### src/sv/mmce_pkg.sv
// ----------------------------------------------------------------------------
// mmce_pkg
// Types, constants and small helpers of the multi-mode CRC engine.
// ----------------------------------------------------------------------------
package mmce_pkg;

  typedef enum logic [1:0] {
    MODE_REFL16 = 2'd0,
    MODE_CRC8   = 2'd1,
    MODE_CCITT  = 2'd2
  } crc_mode_t;

  localparam logic [15:0] POLY_REFL16 = 16'hA001;
  localparam logic [7:0]  POLY_CRC8   = 8'hB5;
  localparam logic [15:0] POLY_CCITT  = 16'h1021;
  localparam logic [15:0] INIT16      = 16'hFFFF;
  localparam logic [7:0]  INIT8       = 8'hFF;

  // Register index of the mode register.
  localparam logic REG_CRC_MODE = 1'b0;

  // The unused mode code behaves as the reflected CRC-16.
  function automatic crc_mode_t eff_mode(input logic [1:0] raw);
    crc_mode_t m;
    case (raw)
      2'd1:    m = MODE_CRC8;
      2'd2:    m = MODE_CCITT;
      default: m = MODE_REFL16;
    endcase
    return m;
  endfunction

  function automatic logic [15:0] init_value(input logic [1:0] raw);
    return (eff_mode(raw) == MODE_CRC8) ? {8'h00, INIT8} : INIT16;
  endfunction

endpackage

### src/sv/mmce_fold.sv
// ----------------------------------------------------------------------------
// mmce_fold
// Folds one byte into the running CRC with eight shift-xor steps.
// ----------------------------------------------------------------------------
module mmce_fold
  import mmce_pkg::*;
(
  input  crc_mode_t   mode,
  input  logic [15:0] crc_in,
  input  logic [7:0]  data_in,
  output logic [15:0] crc_out
);

  always_comb begin
    logic [15:0] c16;
    logic [7:0]  c8;
    c16     = '0;
    c8      = '0;
    crc_out = '0;
    case (mode)
      MODE_REFL16: begin
        c16 = crc_in ^ {8'h00, data_in};
        for (int k = 0; k < 8; k++) begin
          c16 = c16[0] ? ((c16 >> 1) ^ POLY_REFL16) : (c16 >> 1);
        end
        crc_out = c16;
      end
      MODE_CRC8: begin
        c8 = crc_in[7:0] ^ data_in;
        for (int k = 0; k < 8; k++) begin
          c8 = c8[7] ? ((c8 << 1) ^ POLY_CRC8) : (c8 << 1);
        end
        crc_out = {8'h00, c8};
      end
      MODE_CCITT: begin
        c16 = crc_in ^ {data_in, 8'h00};
        for (int k = 0; k < 8; k++) begin
          c16 = c16[15] ? ((c16 << 1) ^ POLY_CCITT) : (c16 << 1);
        end
        crc_out = c16;
      end
      default: begin
        crc_out = crc_in;
      end
    endcase
  end

endmodule

### src/sv/multi_mode_crc_engine.sv
// ----------------------------------------------------------------------------
// multi_mode_crc_engine
// Byte-serial CRC engine with three selectable CRC schemes.
// ----------------------------------------------------------------------------
// The engine takes one message byte per word on the input channel and folds
// it into a running CRC. The mode register (address 0) selects the scheme:
// 0 is the reflected CRC-16 with polynomial 0xA001, 1 is an MSB-first CRC-8
// with polynomial 0xB5, and 2 is CRC-16 CCITT-FALSE (polynomial 0x1021); the
// unused code 3 behaves as mode 0. When the word flagged as last is taken,
// one result word carrying the finished CRC leaves on the output channel and
// the running CRC is reloaded with the init value of the mode. In CRC-8 mode
// the upper eight bits of the result are zero. Any write to the mode register
// also reloads the running CRC, so a partial message is discarded. Throughput
// is one byte per clock while the input is not stalled: all eight shift-xor
// steps of a byte are done combinationally between the running CRC register
// and the result register, and a result reaches the output in the cycle after
// its last byte is taken. The input is stalled only while a finished result
// waits in the output register and the output side is stalling.
// ----------------------------------------------------------------------------
module multi_mode_crc_engine
  import mmce_pkg::*;
(
  input  logic        clk,
  input  logic        rst_n,
  // Input channel
  input  logic        in_valid,
  output logic        in_stall,
  input  logic [7:0]  in_data_byte,
  input  logic        in_last_byte,
  // Result channel
  output logic        out_valid,
  input  logic        out_stall,
  output logic [15:0] out_crc_value,
  // Configuration port
  input  logic        psel,
  input  logic        penable,
  input  logic        pwrite,
  input  logic [2:0]  paddr,
  input  logic [31:0] pwdata,
  output logic [31:0] prdata,
  output logic        pready
);

  logic [1:0]  mode_r,      mode_nxt;
  logic [15:0] crc_r,       crc_nxt;
  logic        out_valid_r, out_valid_nxt;
  logic [15:0] out_crc_r,   out_crc_nxt;

  logic        cfg_wr;
  logic        mode_wr;
  logic        in_take;
  logic [15:0] folded;

  // The register index is the word address; the byte offset bits are ignored.
  assign cfg_wr  = psel && penable && pwrite;
  assign mode_wr = cfg_wr && (paddr[2] == REG_CRC_MODE);

  assign pready  = 1'b1;
  assign prdata  = (paddr[2] == REG_CRC_MODE) ? {30'd0, mode_r} : 32'd0;

  // A new byte can enter whenever the output register is free or drains now.
  assign in_stall = out_valid_r && out_stall;
  assign in_take  = in_valid && !in_stall;

  mmce_fold u_fold (
    .mode    (eff_mode(mode_r)),
    .crc_in  (crc_r),
    .data_in (in_data_byte),
    .crc_out (folded)
  );

  always_comb begin
    mode_nxt      = mode_r;
    crc_nxt       = crc_r;
    out_valid_nxt = out_valid_r;
    out_crc_nxt   = out_crc_r;

    if (mode_wr) begin
      // A mode write restarts the message with the new init value.
      mode_nxt = pwdata[1:0];
      crc_nxt  = init_value(pwdata[1:0]);
    end else if (in_take) begin
      crc_nxt = in_last_byte ? init_value(mode_r) : folded;
    end

    if (in_take && in_last_byte) begin
      out_valid_nxt = 1'b1;
      out_crc_nxt   = folded;
    end else if (!out_stall) begin
      out_valid_nxt = 1'b0;
    end
  end

  always_ff @(posedge clk) begin
    if (!rst_n) begin
      mode_r      <= 2'd0;
      crc_r       <= INIT16;
      out_valid_r <= 1'b0;
    end else begin
      mode_r      <= mode_nxt;
      crc_r       <= crc_nxt;
      out_valid_r <= out_valid_nxt;
    end
  end

  always_ff @(posedge clk) begin
    out_crc_r <= out_crc_nxt;
  end

  assign out_valid     = out_valid_r;
  assign out_crc_value = out_crc_r;

endmodule

### config.mk
export PLATFORM = sky130hd
export DESIGN_NAME = multi_mode_crc_engine
export DESIGN_NICKNAME = d
export VERILOG_FILES = /design/src/sv/mmce_pkg.sv /design/src/sv/mmce_fold.sv /design/src/sv/multi_mode_crc_engine.sv
export SDC_FILE = /design/constraint.sdc
export NUM_CORES = 1
export LEC_CHECK = 0
export ABC_CLOCK_PERIOD_IN_PS = 6300
export BUFFER_PORTS_ARGS = -buffer_cell sky130_fd_sc_hd__buf_2
export CAP_MARGIN = 20
export CELL_PAD_IN_SITES_DETAIL_PLACEMENT = 1
export CELL_PAD_IN_SITES_GLOBAL_PLACEMENT = 1
export CORE_UTILIZATION = 39
export CTS_CLUSTER_DIAMETER = 80
export DETAILED_ROUTE_END_ITERATION = 7
export GPL_TIMING_DRIVEN = 0
export PLACE_DENSITY = 0.85
export REMOVE_ABC_BUFFERS = 1
export SLEW_MARGIN = 20
export SYNTH_ARGS = -nofsm -noshare
export SYNTH_HDL_FRONTEND = slang
export SYNTH_SLANG_ARGS = --single-unit
### constraint.sdc
create_clock -name clk -period 6.3 [get_ports clk]
set_clock_uncertainty 0.15 [all_clocks]
set_input_delay 1.26 -clock clk [delete_from_list [all_inputs] [get_ports clk]]
set_output_delay 1.26 -clock clk [all_outputs]
set_load 0.1 [all_outputs]
=== After elaboration in Yosys (flattened, before gate mapping) ===
Index checks and enable logic that the tools add are counted.

* Equality and inequality tests: 9
* Reduce and logical (&&, ||, !) cells: 9
* Multiplexer cells: 38
* Bitwise operators: 28

{| class="wikitable"
|+ Operators by type and width
! operator !! number
|-
| 16-bit two-way mux || 13
|-
| 13-bit two-way mux || 8
|-
| 8-bit two-way mux || 8
|-
| 16-bit case mux with 3 select lines || 1
|-
| 5-bit inverter || 8
|-
| 2-bit inverter with 3-bit output || 8
|-
| 3-bit inverter || 8
|-
| 16-bit XOR || 1
|-
| 16-bit by 8-bit XOR with 16-bit output || 1
|-
| 2-bit by 1-bit == test with 1-bit output (second input constant) || 5
|-
| 2-bit two-way mux || 4
|-
| 2-bit case mux with 2 select lines || 2
|-
| 8-bit XOR || 1
|-
| 2-bit == test (second input constant) || 3
|-
| 1-bit logical AND || 6
|-
| 2-bit zero test || 1
|-
| 1-bit two-way mux || 2
|-
| 2-bit by 1-bit inequality test with 1-bit output (second input constant) || 1
|-
| 2-bit nonzero test || 1
|-
| 1-bit zero test || 1
|-
| 1-bit inverter || 1
|}

* Flip-flop bits (word level): 35
* Input port bits: 51
* Word-level logic and storage cells: 88

=== Longest topological paths before layout ===
* Depth in word-level cells: 21
* Depth in mapped cells: 9
* Depth with buffers taken out: 8

=== Cells and area by module ===
From an unflattened synthesis, not the netlist that was laid out.

* Cells, all modules: 254
* Area total of the unflattened synthesis: 2566.2 µm²

{| class="wikitable"
|+ By module, submodules not included
! module !! sequential area each (µm²) !! area each (µm²) !! instances !! cells each
|-
| multi_mode_crc_engine || 860.8 || 1552.7 || 1 || 140
|-
| mmce_fold || 0.0 || 1013.5 || 1 || 114
|}

=== Worst setup path after synthesis ===
OpenSTA, ideal clock, no wires.

* Path type: in2out
* Start point: input port paddr[2]
* End point: output port prdata[0]
* Stages: 1
* Data arrival time: 2511 ps
* Buffers on the path: 0
* Setup slack: 2379 ps
* Path through: nor2_1

* Longest elaborated chain between the ends: 1

{| class="wikitable"
|+ RTL lines
! element !! RTL line !! text
|-
| start, declared || multi_mode_crc_engine.sv:38 || <nowiki>input logic [2:0] paddr,</nowiki>
|-
| 2-bit two-way mux || multi_mode_crc_engine.sv:59 || <nowiki>assign prdata = (paddr[2] == REG_CRC_MODE) ? {30'd0, mode_r} : 32'd0;</nowiki>
|-
| end, declared || multi_mode_crc_engine.sv:40 || <nowiki>output logic [31:0] prdata,</nowiki>
|}

No other way between the ends.

=== Worst setup path in the final report ===
* Start point: input port in_data_byte[7]
* End point: register out_crc_r[4], in the netlist out_crc_value[4], data pin

* Longest elaborated chain between the ends: 13
* Elaborated cells on any way between the ends: 17

{| class="wikitable"
|+ RTL lines
! element !! RTL line !! text
|-
| start, declared || multi_mode_crc_engine.sv:28 || <nowiki>input logic [7:0] in_data_byte,</nowiki>
|-
| 8-bit XOR (*) || mmce_fold.sv:29 || <nowiki>c8 = crc_in[7:0] ^ data_in;</nowiki>
|-
| 8-bit two-way mux (*) (2 in a row) || mmce_fold.sv:31 || <nowiki>c8 = c8[7] ? ((c8 << 1) ^ POLY_CRC8) : (c8 << 1);</nowiki>
|-
| 5-bit inverter (no source line) or 8-bit two-way mux (tied branches) || n/a ||
|-
| 8-bit two-way mux (*) (3 in a row) || mmce_fold.sv:31 ||
|-
| 5-bit inverter (no source line) or 8-bit two-way mux (tied branches) || n/a ||
|-
| 8-bit two-way mux (*) (2 in a row) || mmce_fold.sv:31 ||
|-
| 5-bit inverter (no source line) or 8-bit two-way mux (tied branches) || n/a ||
|-
| 8-bit two-way mux (*) || mmce_fold.sv:31 ||
|-
| 16-bit case mux with 3 select lines (*) || mmce_fold.sv:20 || <nowiki>case (mode)</nowiki>
|-
| via folded[4] || multi_mode_crc_engine.sv:52 || <nowiki>logic [15:0] folded;</nowiki>
|-
| end signal, assigned || multi_mode_crc_engine.sv:107 || <nowiki>out_crc_r <= out_crc_nxt;</nowiki>
|-
| end, declared || multi_mode_crc_engine.sv:47 || <nowiki>logic [15:0] out_crc_r, out_crc_nxt;</nowiki>
|}

Mark *: on every way through the listed nets, which the timed path passes. The rest lies on a longest branch.
A chain may end at the register's enable or synchronous reset.

==> run_results.csv <==
group,metric,value,unit
outcome,status,"complete, but fails checks",
outcome,violations,"DRC",
synth,synth_top_family_by_area,"XOR/XNOR gates",
global_route,gr-total-overflow,0,
synth,synthSimpleGateAreaFrac,9.92,%
power_and_ir_drop,vdd_drop_max,0.141,mV
final_layout,mostFrequentLayoutCell,"buf_2",
global_route,grt_first_pass_wirelength,10.9,mm
route,wl,6.80,mm
final_layout,layout_common_cells,"buf_2 (38), nor2_1 (31), conb_1 (31), xnor2_1 (30), dfxtp_1 (19)",
clocking,post-cts-setup-buffer-count,0,
worst_setup_path,cp.arrival,3.32,ns
final_layout,final_cell_area,2850,sq um
die,die_h,84.4,microns
sta,grt_setup_unrepaired,"false",
route,dr.pass1.iters,6,
worst_setup_path,crit_path_max_fanout,5,
die,ioPinCount,102,
global_route,antenna_found_initial,0,
route,vias,2066,
synth,synth_compound_area_share,17.2,%
synth,synth_xor_area_share,26.0,%
placement,port_buffers,38,
route,routed-wl-met2,3.33,mm
power_and_ir_drop,leakage,1.16,nW
min_path,hold_path_class,"register to register",
synth,synthMuxAreaShare,0.756,%
route,routed.top_layer,"met4",
power_and_ir_drop,power.share.clock,19.7,%
sta,setup_viol,0,
sta,setup_tns,0,ns
synth,synthCells,281,
clocking,cts_inserted_buffers,5,
sta,drv_slew,0,
sta,fmax,289,MHz
run,drv_cap,0,
clocking,cts_tree,"done",
route,antenna_left,0,
route,met1_length,3.01,mm
sta,hold_slack,0.387,ns
final_layout,layout-drive-gt1-share,17.0,%
synth,synth_edf_count,16,
route,wl_met3,300,microns
final_layout,syn2layout_area_growth,7.65,%
clocking,htree_levels,2,
worst_setup_path,start_kind,"primary input",
sta,min_period_over_period,54.9,%
global_route,grt_start_max_net_pins,27,
final_layout,n_antenna_cell,0,
clocking,path_clk_slew,0.08,ns
sta,tightest_slew,0.943,ns
power_and_ir_drop,combPwrFrac,48.7,%
synth,ys_types,47,
clocking,worst_skew_pair.late_latency,0.29,ns
power_and_ir_drop,total_power,0.000895,W
synth,avgSynthCellArea,9.43,sq um
synth,yosys-top-cells-area,"edfxtp_1 (18%), dfxtp_1 (14%), xnor2_1 (9.9%)",
final_layout,nets,365,
final_layout,fill_cells,798,
route,drt_iter0_markers,107,
synth,yosysSeqAreaShare,32.5,%
route,wl_per_cell,17.5,microns
worst_setup_path,worstSetupPathType,"primary input to register",
die,die_w,84.4,microns
clocking,cts.repair.resized,0,
placement,gp_congestion,0.883,
worst_setup_path,cp.required,6.16,ns
global_route,track_usage,19.9,%
placement,dpl-instance-area,2760,sq um
power_and_ir_drop,p_per_area,314,nW/um^2
sta,finalHoldViolations,0,
synth,syn_area,2650,sq um
global_route,grt_pass1_vias,2069,
placement,place_hpwl,5.00,mm
worst_setup_path,crit_path_end_kind,"register",
clocking,cts_sinks,35,
synth,synth-adder-area-share,1.42,%
power_and_ir_drop,p_int,0.000489,W
die,dieArea,7130,sq um
synth,synth_top_area_cell,"edfxtp_1",
synth,synth-main-ff-cell,"dfxtp_1",
power_and_ir_drop,switchingPower,0.000406,W
die,core,6460,sq um
die,num_rows,29,
sta,relSlewSlack,37.0,%
die,initial_utilization,41.0,%
synth,synthArstFlopShare,0,%
synth,synth.top_cell.area_share,18.1,%
synth,ys_warn_count,0,
clocking,hold_buffers,0,
sta,period_minus_slack,3.46,ns
final_layout,fin_util,44.1,%
synth,synth-seq-cells,35,
clocking,clock_path_buffers,2,
route,route.detailed.drc,6,
power_and_ir_drop,seqPwrFrac,31.6,%
power_and_ir_drop,switching_share,45.3,%
clocking,cts_root_buf,"clkbuf_8",
route,viasPerCell,5.31,
-- critical path, stage by stage --
cell      delay, ns
buf_2          0.13
xnor2_1        0.59
xnor3_1        0.56
xnor2_1        0.19
a221oi_1       0.46
a21oi_1        0.12
-- power by group through the flow --
stage / logic, W / registers (W) / clock network [W]
after floorplan: 0.000285 / 0.000365 / 0
after global placement: 0.000427 / 0.000287 / 0
after detailed placement: 0.000433 / 0.000287 / 0
after CTS: 0.000435 / 0.000282 / 0.000179
after global routing: 0.000459 / 0.000285 / 0.000188
final: 0.000436 / 0.000282 / 0.000176
-- synthesized netlist by cell type, types with 2 or more instances --
cell type,number
xor2_2,4
o22a_1,2
o21ai_1,2
nand2_1,11
a21oi_1,15
xnor3_1,5
nor2_1,31
xnor2_1,30
ha_1,3
buf_4,31
and2_1,2
xor2_1,18
o21a_1,8
nand3_1,4
nor2b_1,2
edfxtp_1,16
o221ai_1,3
nand2b_1,3
conb_1,2
a221oi_1,7
clkbuf_1,11
mux2i_1,2
o22ai_1,2
inv_1,8
o2bb2ai_1,2
nand3b_1,2
buf_2,2
dfxtp_1,19
o21ai_0,15
o32a_1,2
-- layout make-up --
cell class | instances | area, sq um | area share [%]
clock buffers | 7 | 86.3 | 3.03
clock inverters | 1 | 5.00 | 0.176
inverters | 8 | 30.0 | 1.05
multi-input cells | 223 | 1580 | 55.5
flip-flops and latches | 35 | 861 | 30.2
well taps | 77 | 96.3 | 3.38
repair buffers | 38 | 190 | 6.67
-- sequential cells by signal, summed over array words and instances, names as in the netlist --
| name | cells |
|---|---|
| out_crc_value | 16 |
| out_valid | 1 |
| crc_r | 16 |
| mode_r | 2 |
-- metal layers --
layer,track usage (%),vias to the layer above
met5,0,-
met4,6.63,0
li1,-,974
met3,3.24,15
met2,34.6,65
met1,25.2,1012
-- stage by stage --
step | std cells | worst slack, ns
after CTS | 389 | 2.90
final | 389 | 2.84
after global routing | 389 | 2.77
after detailed placement | 381 | 2.58
after floorplan | 266 | 2.38
after global placement | 381 | 2.63
-- cells by family (layout without fill, tap and decap cells) --
kind of cell,count (synthesis),after routing
AOI/OAI and AO/OA,67,67
buffers and inverters,52,54
muxes,2,2
xor gates and xnor gates,61,61
other,2,31
adders and majority gates,3,3
DFF,35,35
and+or+nand+nor,59,59
-- final timing paths --
check	startpoint	end	slack, ns	cells after the start
worst max-delay path	in_data_byte[7]	out_crc_value[4]$_DFFE_PP_	2.84	6
worst min-delay path	crc_r[6]$_SDFFE_PN1P_	crc_r[6]$_SDFFE_PN1P_	0.39	2
worst max register to register	mode_r[1]$_SDFFE_PN0P_	crc_r[15]$_SDFFE_PN1P_	3.52	7
worst min register to register	crc_r[6]$_SDFFE_PN1P_	crc_r[6]$_SDFFE_PN1P_	0.39	2
Power figures use the tool's default switching activity.
